$ cat src/rtl/rate_limited_diff_drive_mixer_defines.svh
// Assertion macros for the rate-limited differential drive mixer.
// Used by the top level only; no other dependencies.
`ifndef RATE_LIMITED_DIFF_DRIVE_MIXER_DEFINES_SVH
`define RATE_LIMITED_DIFF_DRIVE_MIXER_DEFINES_SVH
`ifndef ASSERT_OFF
`define RLDDM_ASSERT(label, clk, rst, prop) \
  label: assert property (@(posedge clk) disable iff (rst) prop) \
    else $error("rate limited mixer check failed");
`define RLDDM_ASSERT_ALWAYS(label, clk, prop) \
  label: assert property (@(posedge clk) prop) \
    else $error("rate limited mixer check failed");
`else
`define RLDDM_ASSERT(label, clk, rst, prop)
`define RLDDM_ASSERT_ALWAYS(label, clk, prop)
`endif
`endif

$ cat src/rtl/rlddm_pkg.sv
// Shared types, register indexes and reset values for the mixer.
// No dependencies; used by every module of the block.
`timescale 1ns / 1ps
package rlddm_pkg;

  typedef struct packed {
    logic signed [15:0] linear_cmd;
    logic signed [15:0] angular_cmd;
    logic [31:0]        arrival_time;
  } cmd_t;

  typedef struct packed {
    logic signed [15:0] left_speed;
    logic signed [15:0] right_speed;
  } wheel_t;

  typedef enum logic [1:0] {
    CFG_LINEAR_STEP  = 2'd0,
    CFG_ANGULAR_STEP = 2'd1,
    CFG_TRACK_GAIN   = 2'd2
  } cfg_index_t;

  localparam logic [15:0] LINEAR_STEP_RESET  = 16'd66;
  localparam logic [15:0] ANGULAR_STEP_RESET = 16'd66;
  localparam logic [19:0] TRACK_GAIN_RESET   = 20'd19661;
  localparam logic [15:0] LIMIT_MAX          = 16'hFFFF;

  typedef struct packed {
    logic capture;
    logic mul_en;
    logic slew_en;
    logic mix_en;
    logic out_load;
  } dp_ctrl_t;

endpackage

$ cat src/rtl/rlddm_dp.sv
// Datapath of the mixer: configuration registers, history, slew limiting and mixing.
// Depends on rlddm_pkg; driven by rlddm_ctrl through rlddm_pkg::dp_ctrl_t.
`timescale 1ns / 1ps
module rlddm_dp (
  input  logic                   clk,
  input  logic                   rst,
  input  rlddm_pkg::dp_ctrl_t    ctrl,
  input  rlddm_pkg::cmd_t        cmd,
  input  logic                   cfg_write,
  input  rlddm_pkg::cfg_index_t  cfg_index,
  input  logic [31:0]            cfg_data,
  output rlddm_pkg::wheel_t      wheel
);

  logic [15:0]        linear_step;
  logic [15:0]        angular_step;
  logic [19:0]        track_gain;
  logic signed [15:0] prev_linear;
  logic signed [15:0] prev_angular;
  logic [31:0]        last_time;
  logic               have_previous;

  logic signed [15:0] linear_in;
  logic signed [15:0] angular_in;
  logic [31:0]        elapsed;
  logic               limited;
  logic [15:0]        linear_lim;
  logic [15:0]        angular_lim;
  logic signed [36:0] mix_prod;

  logic [47:0]        linear_prod;
  logic [47:0]        angular_prod;
  logic signed [15:0] linear_slewed;
  logic signed [15:0] angular_slewed;
  logic signed [37:0] rounded;
  logic signed [21:0] term_wide;
  logic signed [15:0] term;
  logic signed [17:0] left_sum;
  logic signed [17:0] right_sum;

  function automatic logic [15:0] sat_limit(input logic [47:0] prod);
    if (|prod[47:32]) begin
      return rlddm_pkg::LIMIT_MAX;
    end
    return prod[31:16];
  endfunction

  function automatic logic signed [15:0] slew16(input logic signed [15:0] prev,
                                                input logic signed [15:0] target,
                                                input logic [15:0] lim);
    logic signed [17:0] d;
    logic signed [17:0] l;
    logic signed [17:0] r;
    d = 18'(target) - 18'(prev);
    l = signed'({2'b00, lim});
    if (d > l) begin
      r = 18'(prev) + l;
    end else if (d < -l) begin
      r = 18'(prev) - l;
    end else begin
      r = 18'(target);
    end
    return r[15:0];
  endfunction

  function automatic logic signed [15:0] sat16(input logic signed [21:0] v);
    if (v > 22'sd32767) begin
      return 16'sh7FFF;
    end else if (v < -22'sd32768) begin
      return 16'sh8000;
    end
    return v[15:0];
  endfunction

  assign linear_prod    = 48'(linear_step) * 48'(elapsed);
  assign angular_prod   = 48'(angular_step) * 48'(elapsed);
  assign linear_slewed  = limited ? slew16(prev_linear, linear_in, linear_lim) : linear_in;
  assign angular_slewed = limited ? slew16(prev_angular, angular_in, angular_lim) : angular_in;

  // Round to nearest with ties upwards, then saturate the mixing term.
  assign rounded   = 38'(mix_prod) + 38'sd32768;
  assign term_wide = rounded[37:16];
  assign term      = sat16(term_wide);
  assign left_sum  = 18'(prev_linear) - 18'(term);
  assign right_sum = 18'(prev_linear) + 18'(term);

  always_ff @(posedge clk) begin
    if (rst) begin
      linear_step   <= rlddm_pkg::LINEAR_STEP_RESET;
      angular_step  <= rlddm_pkg::ANGULAR_STEP_RESET;
      track_gain    <= rlddm_pkg::TRACK_GAIN_RESET;
      prev_linear   <= '0;
      prev_angular  <= '0;
      last_time     <= '0;
      have_previous <= 1'b0;
    end else begin
      if (cfg_write) begin
        unique case (cfg_index)
          rlddm_pkg::CFG_LINEAR_STEP:  linear_step  <= cfg_data[15:0];
          rlddm_pkg::CFG_ANGULAR_STEP: angular_step <= cfg_data[15:0];
          rlddm_pkg::CFG_TRACK_GAIN:   track_gain   <= cfg_data[19:0];
          default: ;
        endcase
      end
      if (ctrl.capture) begin
        last_time     <= cmd.arrival_time;
        have_previous <= 1'b1;
      end
      if (ctrl.slew_en) begin
        prev_linear  <= linear_slewed;
        prev_angular <= angular_slewed;
      end
    end
  end

  always_ff @(posedge clk) begin
    if (ctrl.capture) begin
      linear_in  <= cmd.linear_cmd;
      angular_in <= cmd.angular_cmd;
      elapsed    <= cmd.arrival_time - last_time;
      limited    <= have_previous;
    end
    if (ctrl.mul_en) begin
      linear_lim  <= sat_limit(linear_prod);
      angular_lim <= sat_limit(angular_prod);
    end
    if (ctrl.mix_en) begin
      mix_prod <= 37'(signed'({1'b0, track_gain})) * 37'(prev_angular);
    end
    if (ctrl.out_load) begin
      wheel.left_speed  <= sat16(22'(left_sum));
      wheel.right_speed <= sat16(22'(right_sum));
    end
  end

endmodule

$ cat src/rtl/rlddm_ctrl.sv
// Sequencing controller of the mixer: request handshakes and datapath step enables.
// Depends on rlddm_pkg for the datapath control struct.
`timescale 1ns / 1ps
module rlddm_ctrl (
  input  logic                clk,
  input  logic                rst,
  input  logic                cmd_valid,
  output logic                cmd_stall,
  output logic                wheel_valid,
  input  logic                wheel_stall,
  output rlddm_pkg::dp_ctrl_t ctrl
);

  typedef enum logic [4:0] {
    S_IDLE = 5'b00001,
    S_MUL  = 5'b00010,
    S_SLEW = 5'b00100,
    S_MIX  = 5'b01000,
    S_FIN  = 5'b10000
  } state_t;

  state_t state;
  state_t state_next;
  logic   out_free;
  logic   accept;

  assign out_free  = !(wheel_valid && wheel_stall);
  assign cmd_stall = !((state == S_IDLE) || ((state == S_FIN) && out_free));
  assign accept    = cmd_valid && !cmd_stall;

  always_comb begin
    ctrl.capture  = accept;
    ctrl.mul_en   = (state == S_MUL);
    ctrl.slew_en  = (state == S_SLEW);
    ctrl.mix_en   = (state == S_MIX);
    ctrl.out_load = (state == S_FIN) && out_free;
  end

  always_comb begin
    state_next = state;
    unique case (state)
      S_IDLE: if (accept) state_next = S_MUL;
      S_MUL:  state_next = S_SLEW;
      S_SLEW: state_next = S_MIX;
      S_MIX:  state_next = S_FIN;
      S_FIN: begin
        if (accept) begin
          state_next = S_MUL;
        end else if (out_free) begin
          state_next = S_IDLE;
        end
      end
      default: state_next = S_IDLE;
    endcase
  end

  always_ff @(posedge clk) begin
    if (rst) begin
      state       <= S_IDLE;
      wheel_valid <= 1'b0;
    end else begin
      state <= state_next;
      if (ctrl.out_load) begin
        wheel_valid <= 1'b1;
      end else if (!wheel_stall) begin
        wheel_valid <= 1'b0;
      end
    end
  end

endmodule

$ cat src/rtl/rate_limited_diff_drive_mixer.sv
// Top level of the rate-limited differential drive mixer.
// Depends on rlddm_pkg, rlddm_ctrl, rlddm_dp and the assertion macro header.
//
//  channel | direction | handshake           | payload
//  cmd     | in        | cmd_valid/cmd_stall | rlddm_pkg::cmd_t
//  wheel   | out       | wheel_valid/stall   | rlddm_pkg::wheel_t
//  cfg     | in        | cfg_valid/cfg_ready | cfg_index, cfg_data
//
// A command passes through the steps limit multiply, slew, mix multiply, round and saturate.
// The next command is taken in the cycle the result is loaded, so a request is taken
// only once the previous one reaches its final step; the controller sequences the one shared datapath.
// Reset is synchronous and restores register defaults and clears the history.
// A stalled result holds the output register and the final step waits for it.
`timescale 1ns / 1ps
`include "rate_limited_diff_drive_mixer_defines.svh"
module rate_limited_diff_drive_mixer (
  input  logic                  clk,
  input  logic                  rst,
  input  logic                  cmd_valid,
  output logic                  cmd_stall,
  input  rlddm_pkg::cmd_t       cmd,
  output logic                  wheel_valid,
  input  logic                  wheel_stall,
  output rlddm_pkg::wheel_t     wheel,
  input  logic                  cfg_valid,
  output logic                  cfg_ready,
  input  rlddm_pkg::cfg_index_t cfg_index,
  input  logic [31:0]           cfg_data
);

  rlddm_pkg::dp_ctrl_t ctrl;

  assign cfg_ready = 1'b1;

  rlddm_ctrl u_ctrl (
    .clk         (clk),
    .rst         (rst),
    .cmd_valid   (cmd_valid),
    .cmd_stall   (cmd_stall),
    .wheel_valid (wheel_valid),
    .wheel_stall (wheel_stall),
    .ctrl        (ctrl)
  );

  rlddm_dp u_dp (
    .clk       (clk),
    .rst       (rst),
    .ctrl      (ctrl),
    .cmd       (cmd),
    .cfg_write (cfg_valid && cfg_ready),
    .cfg_index (cfg_index),
    .cfg_data  (cfg_data),
    .wheel     (wheel)
  );

  `RLDDM_ASSERT(busy_after_accept, clk, rst, (cmd_valid && !cmd_stall) |=> cmd_stall)
  `RLDDM_ASSERT(no_result_overwrite, clk, rst, ctrl.out_load |-> !(wheel_valid && wheel_stall))
  `RLDDM_ASSERT(one_step_at_a_time, clk, rst, $onehot0({ctrl.mul_en, ctrl.slew_en, ctrl.mix_en}))
  `RLDDM_ASSERT_ALWAYS(reset_state, clk, rst |=> (!wheel_valid && !cmd_stall))

endmodule
$ cat config.mk
export PLATFORM = sky130hd
export DESIGN_NAME = rate_limited_diff_drive_mixer
export DESIGN_NICKNAME = d
export VERILOG_FILES = /design/src/rtl/rlddm_pkg.sv /design/src/rtl/rlddm_dp.sv /design/src/rtl/rlddm_ctrl.sv /design/src/rtl/rate_limited_diff_drive_mixer.sv
export VERILOG_INCLUDE_DIRS = /design/src /design/src/rtl
export SDC_FILE = /design/constraint.sdc
export NUM_CORES = 2
export LEC_CHECK = 0
export BUFFER_PORTS_ARGS = -buffer_cell sky130_fd_sc_hd__buf_2
export CORE_MARGIN = 2
export CORE_UTILIZATION = 60
export DETAILED_ROUTE_END_ITERATION = 12
export PLACE_DENSITY = 0.83
export SLEW_MARGIN = 5
export SYNTH_ARGS = -nofsm -noshare
export SYNTH_HDL_FRONTEND = slang
export SYNTH_HIERARCHICAL = 1
export SYNTH_SLANG_ARGS = --single-unit
$ cat constraint.sdc
create_clock -name clk -period 10.75 [get_ports clk]
set_input_delay 1.075 -clock clk [delete_from_list [all_inputs] [get_ports clk]]
set_output_delay 1.075 -clock clk [all_outputs]
set_load 0.005 [all_outputs]
==> results.txt <==
----------------------------------------------------
[Status]
  Status ... finished, final reports clean

[Critical path]
  Cells on worst reg2reg path ... 23
  Worst Path Arrival ... 8.42 ns
  Worst reg-to-reg setup slack ... 2.61 ns
  Launching element of the worst setup path ... u_dp/angular_step[3]$_SDFFE_PP0P_
  Startpoint kind of the worst setup timing path ... register
  Peak fanout along the critical path ... 20
  Reg-to-reg endpoint ... u_dp/angular_lim[15]$_SDFFCE_PP1P_
  Kind of end point of the critical path ... register
  Type of the setup path with the least slack ... register to register
  Data required time of the worst path ... 11.04 ns
  End point of the critical path ... u_dp/angular_lim[15]$_SDFFCE_PP1P_
  Startpoint of the lowest-slack register-to-register path ... u_dp/angular_step[3]$_SDFFE_PP0P_

[STA]
  Tcrit/Tclk final ... 75.7%
  Normalized max-slew margin ... 11.0%
  Slew at the pin closest to its max-slew limit ... 1.33 ns
  Number of max-slew violations in the final report ... 0
  Total count of hold-check failures in the final report ... 0
  Clock skew after layout ... 0.0248 ns
  Endpoints failing setup ... 0
  Post-Route Setup TNS ... 0 ns
  Clock period minus worst slack ... 8.14 ns
  Timing-limited maximum frequency ... 0.123 GHz
  RSZ-0062 raised after global routing ... no

[Final layout]
  Number of nets in the finished design ... 8817
  Synthesis-to-layout area growth ... 4.70%
  Combined area of the multi-input logic cells ... 0.0488 mm²
  Area used by sequential logic in the layout ... 0.00700 mm²
  Number of fill cells in the layout ... 8262
  Share of cells above drive strength 1 ... 4.66%
  End-of-flow core utilization ... 63.1%

[Clock network]
  CTS tree ... done
  Latest clock arrival within the worst-skew pair ... 0.61 ns
  Number of buffers created by CTS ... 36
  CTS-repair resized insts ... 0
  Clock buffer depth ... 3
  Hold buffers post-CTS ... 0
  Clk sinks ... 274
  Clock Root Buffer ... sky130_fd_sc_hd__clkbuf_16
  Depth of the CTS H-tree ... 2
  Clock input transition at the sequential cells of the worst setup and hold paths ... 0.06 ns
  Post CTS Setup Buffer Count ... 0

[Logic synthesis]
  Number of standard cells after synthesis ... 7121
  YS warnings ... 6
  Cell types occupying the most area after synthesis ... sky130_fd_sc_hd__fa_1 35%, sky130_fd_sc_hd__ha_1 12%, sky130_fd_sc_hd__inv_1 8.3%, sky130_fd_sc_hd__edfxtp_1 7.3%, sky130_fd_sc_hd__and2_1 6.1%
  Area fraction of the dominant cell type after synthesis ... 35.1%
  Most used DFF post-synth ... sky130_fd_sc_hd__edfxtp_1
  Cell taking the most area after synthesis ... sky130_fd_sc_hd__fa_1
  Average cell area after synthesis ... 8.74 µm²
  Register bit count reported by yosys ... 274
  Post-synth net total ... 8906
  Post-synthesis async set-or-reset flop share ... 0%
  Unique cell type count in the Yosys netlist ... 103
  Number of synthesized flops with an enable pin ... 151
  Mapped cell area ... 0.0622 mm²
  Sequential element share of the synthesized area ... 11.2%

[Power and ir drop]
  Leak pwr ... 30.7 nW
  Total power draw ... 8.32 mW
  Worst vdd ir ... 0.163 mV
  Power per Cell Area ... 128 mW/mm²

[Die]
  Initial core utilization ... 60.3%
  FP Rows ... 118
  Die Outline Area ... 0.106 mm²
  Die X-Extent ... 326 µm
  Floorplan Core Area ... 0.103 mm²
  Height of the die ... 326 µm
  Boundary pin count ... 138

[Route]
  Total via count after detailed routing ... 49700
  Wire length after detailed routing ... 163000 µm
  Remaining routing DRC violations ... 0
  First-pass DRT Iterations ... 6
  Per-cell routed wire length ... 19.2 µm
  DRC marker count from the first detailed-route iteration ... 4024
  Post-detailed-route via-to-cell ratio ... 5.88
  Post-route antenna net violation count ... 0

[Global routing]
  Peak-usage layer in the global routing report ... met2
  Met3 demand-to-capacity share in global routing ... 5.04%
  Vias in the first global route ... 52300
  Pin count of the biggest net entering global routing ... 67
  Gr ovfl total ... 0
  First-pass GRT wire length ... 265000 µm
  Global-route track usage on met2 ... 51.3%
  Met1 Track Usage GR ... 39.2%
  Antenna violations before repair ... 13
  Aggregate global-route resource usage ... 31.0%

[Min path]
  HP Class ... register to register

[Place]
  Detailed placer's ending HPWL ... 124000 µm
  IO Port Bufs ... 124
  GP Congestion ... 0.980

[Job]
  MaxCap Viol Count ... 0

----------------------------------------------------
==> layout make-up <==
cell class	count	area share, %
timing repair buffer	217	2.03
multi-input combinational	5130	74.8
sequential	274	10.7
antenna	8	0.0307
tap	1380	2.65
inverter	1373	7.91
clock buffer	44	1.51
clock inverter	20	0.319
==> cell usage in the layout (no fill, tap or decap), drive strengths merged, types with 22 or more instances in the layout <==
cell type / netlist / routed
inv: 1372 / 1381
fa: 1092 / 1092
nand2: 996 / 996
and2: 606 / 606
ha: 590 / 590
a21oi: 263 / 263
nor2: 233 / 233
buf: 20 / 217
o21ai: 155 / 155
edfxtp: 151 / 151
xnor2: 150 / 150
dfxtp: 123 / 123
nand3: 100 / 100
nor3: 87 / 87
a21o: 83 / 83
nand2b: 66 / 66
xor2: 55 / 55
mux2i: 47 / 47
nor2b: 44 / 44
clkbuf: 324 / 44
o21a: 38 / 38
nand4: 34 / 34
a211oi: 28 / 28
o211ai: 27 / 27
nand3b: 26 / 26
and3: 25 / 25
a31oi: 25 / 25
nor4: 25 / 25
or3: 24 / 24
nand4b: 23 / 23
o31ai: 22 / 22
o21bai: 22 / 22
==> per-layer routing <==
layer  share of wire, %  vias to the layer above
met3                9.0                      600
met4                5.6                        6
met2                 47                     2434
met5              0.024                        -
met1                 38                    24500
li1                   -                    22100
==> flip-flops by register name (all words and copies together) (netlist names) <==
register,cells
u_dp/elapsed,32
u_dp/last_time,32
u_dp/wheel,32
u_dp/mix_prod,22
u_dp/track_gain,20
u_dp/angular_in,16
u_dp/angular_lim,16
u_dp/angular_step,16
u_dp/linear_in,16
u_dp/linear_lim,16
u_dp/linear_step,16
u_dp/prev_angular,16
u_dp/prev_linear,16
u_ctrl/state,5
u_ctrl/wheel_valid,1
u_dp/have_previous,1
u_dp/limited,1
==> stage by stage <==
step / cells / hold slack [ns] / setup WS [ns] / area, µm²
floorplan: 7121 / 0.409 / 3.91 / 62200
CTS: 8438 / 0.436 / 2.68 / 65100
finish: 8446 / 0.441 / 2.61 / 65200
global route: 8444 / 0.456 / 2.22 / 65200
global placement: 8374 / 0.414 / 2.85 / 64000
detailed placement: 8374 / 0.425 / 2.67 / 64000
==> worst min path at each step <==
stage	startpoint	end	slack [ns]	cells past startpoint
after floorplan	u_dp/have_previous$_SDFFE_PP0P_	u_dp/limited$_DFFE_PP_	0.41	0
after global placement	u_dp/have_previous$_SDFFE_PP0P_	u_dp/limited$_DFFE_PP_	0.41	0
after detailed placement	u_dp/have_previous$_SDFFE_PP0P_	u_dp/limited$_DFFE_PP_	0.43	0
after CTS	u_dp/have_previous$_SDFFE_PP0P_	u_dp/limited$_DFFE_PP_	0.44	0
after global routing	u_dp/have_previous$_SDFFE_PP0P_	u_dp/limited$_DFFE_PP_	0.46	0
final	u_dp/have_previous$_SDFFE_PP0P_	u_dp/limited$_DFFE_PP_	0.44	0
==> worst max-delay path: stages (launching register included) <==
cell,delay [ns]
sky130_fd_sc_hd__dfxtp_1,0.94
sky130_fd_sc_hd__buf_4,0.36
sky130_fd_sc_hd__nand2_1,0.09
sky130_fd_sc_hd__fa_1,0.50
sky130_fd_sc_hd__inv_1,0.06
sky130_fd_sc_hd__fa_1,0.53
sky130_fd_sc_hd__inv_1,0.05
sky130_fd_sc_hd__fa_1,0.49
sky130_fd_sc_hd__inv_1,0.05
sky130_fd_sc_hd__fa_1,0.51
sky130_fd_sc_hd__fa_1,0.49
sky130_fd_sc_hd__inv_1,0.05
sky130_fd_sc_hd__fa_1,0.50
sky130_fd_sc_hd__inv_1,0.05
sky130_fd_sc_hd__ha_1,0.37
sky130_fd_sc_hd__a21o_1,0.22
sky130_fd_sc_hd__a21o_1,0.18
sky130_fd_sc_hd__a221oi_1,0.28
sky130_fd_sc_hd__nand3_1,0.19
sky130_fd_sc_hd__o211a_1,0.30
sky130_fd_sc_hd__o2111ai_2,0.18
sky130_fd_sc_hd__or3b_1,0.41
sky130_fd_sc_hd__a311oi_4,0.74
sky130_fd_sc_hd__nand3_1,0.24
==> synth_stat cells (47+ instances only) <==
master / count
sky130_fd_sc_hd__xnor2_1: 150
sky130_fd_sc_hd__nand2_1: 995
sky130_fd_sc_hd__mux2i_1: 47
sky130_fd_sc_hd__nand2b_1: 66
sky130_fd_sc_hd__dfxtp_1: 123
sky130_fd_sc_hd__clkbuf_1: 319
sky130_fd_sc_hd__o21ai_0: 147
sky130_fd_sc_hd__fa_1: 1092
sky130_fd_sc_hd__nor3_1: 86
sky130_fd_sc_hd__xor2_1: 55
sky130_fd_sc_hd__a21o_1: 82
sky130_fd_sc_hd__nor2_1: 233
sky130_fd_sc_hd__nand3_1: 96
sky130_fd_sc_hd__edfxtp_1: 151
sky130_fd_sc_hd__ha_1: 590
sky130_fd_sc_hd__a21oi_1: 261
sky130_fd_sc_hd__and2_1: 606
sky130_fd_sc_hd__inv_1: 1372
==> power breakdown <==
group | internal [mW] | leakage (nW) | switching [mW] | total (mW)
combinational | 2.21 | 27.7 | 3.61 | 5.82
sequential | 1.17 | 2.45 | 0.0870 | 1.26
clock | 0.710 | 0.587 | 0.527 | 1.24
total | 4.09 | 30.7 | 4.23 | 8.32
==> cell families (layout without fill, tap and decap cells) <==
kind of cell	count (synthesis)	in the layout	share of synthesized area, %
other cells	1	9	0.00603
fa+ha+maj	1682	1682	47.0
simple gates	2341	2341	18.6
compound gates	851	851	9.02
flops	274	274	11.2
xor+xnor	205	205	2.88
buf+inv	1717	1654	10.5
mux	50	50	0.810
No activity file was read; power rests on OpenSTA's default activity.
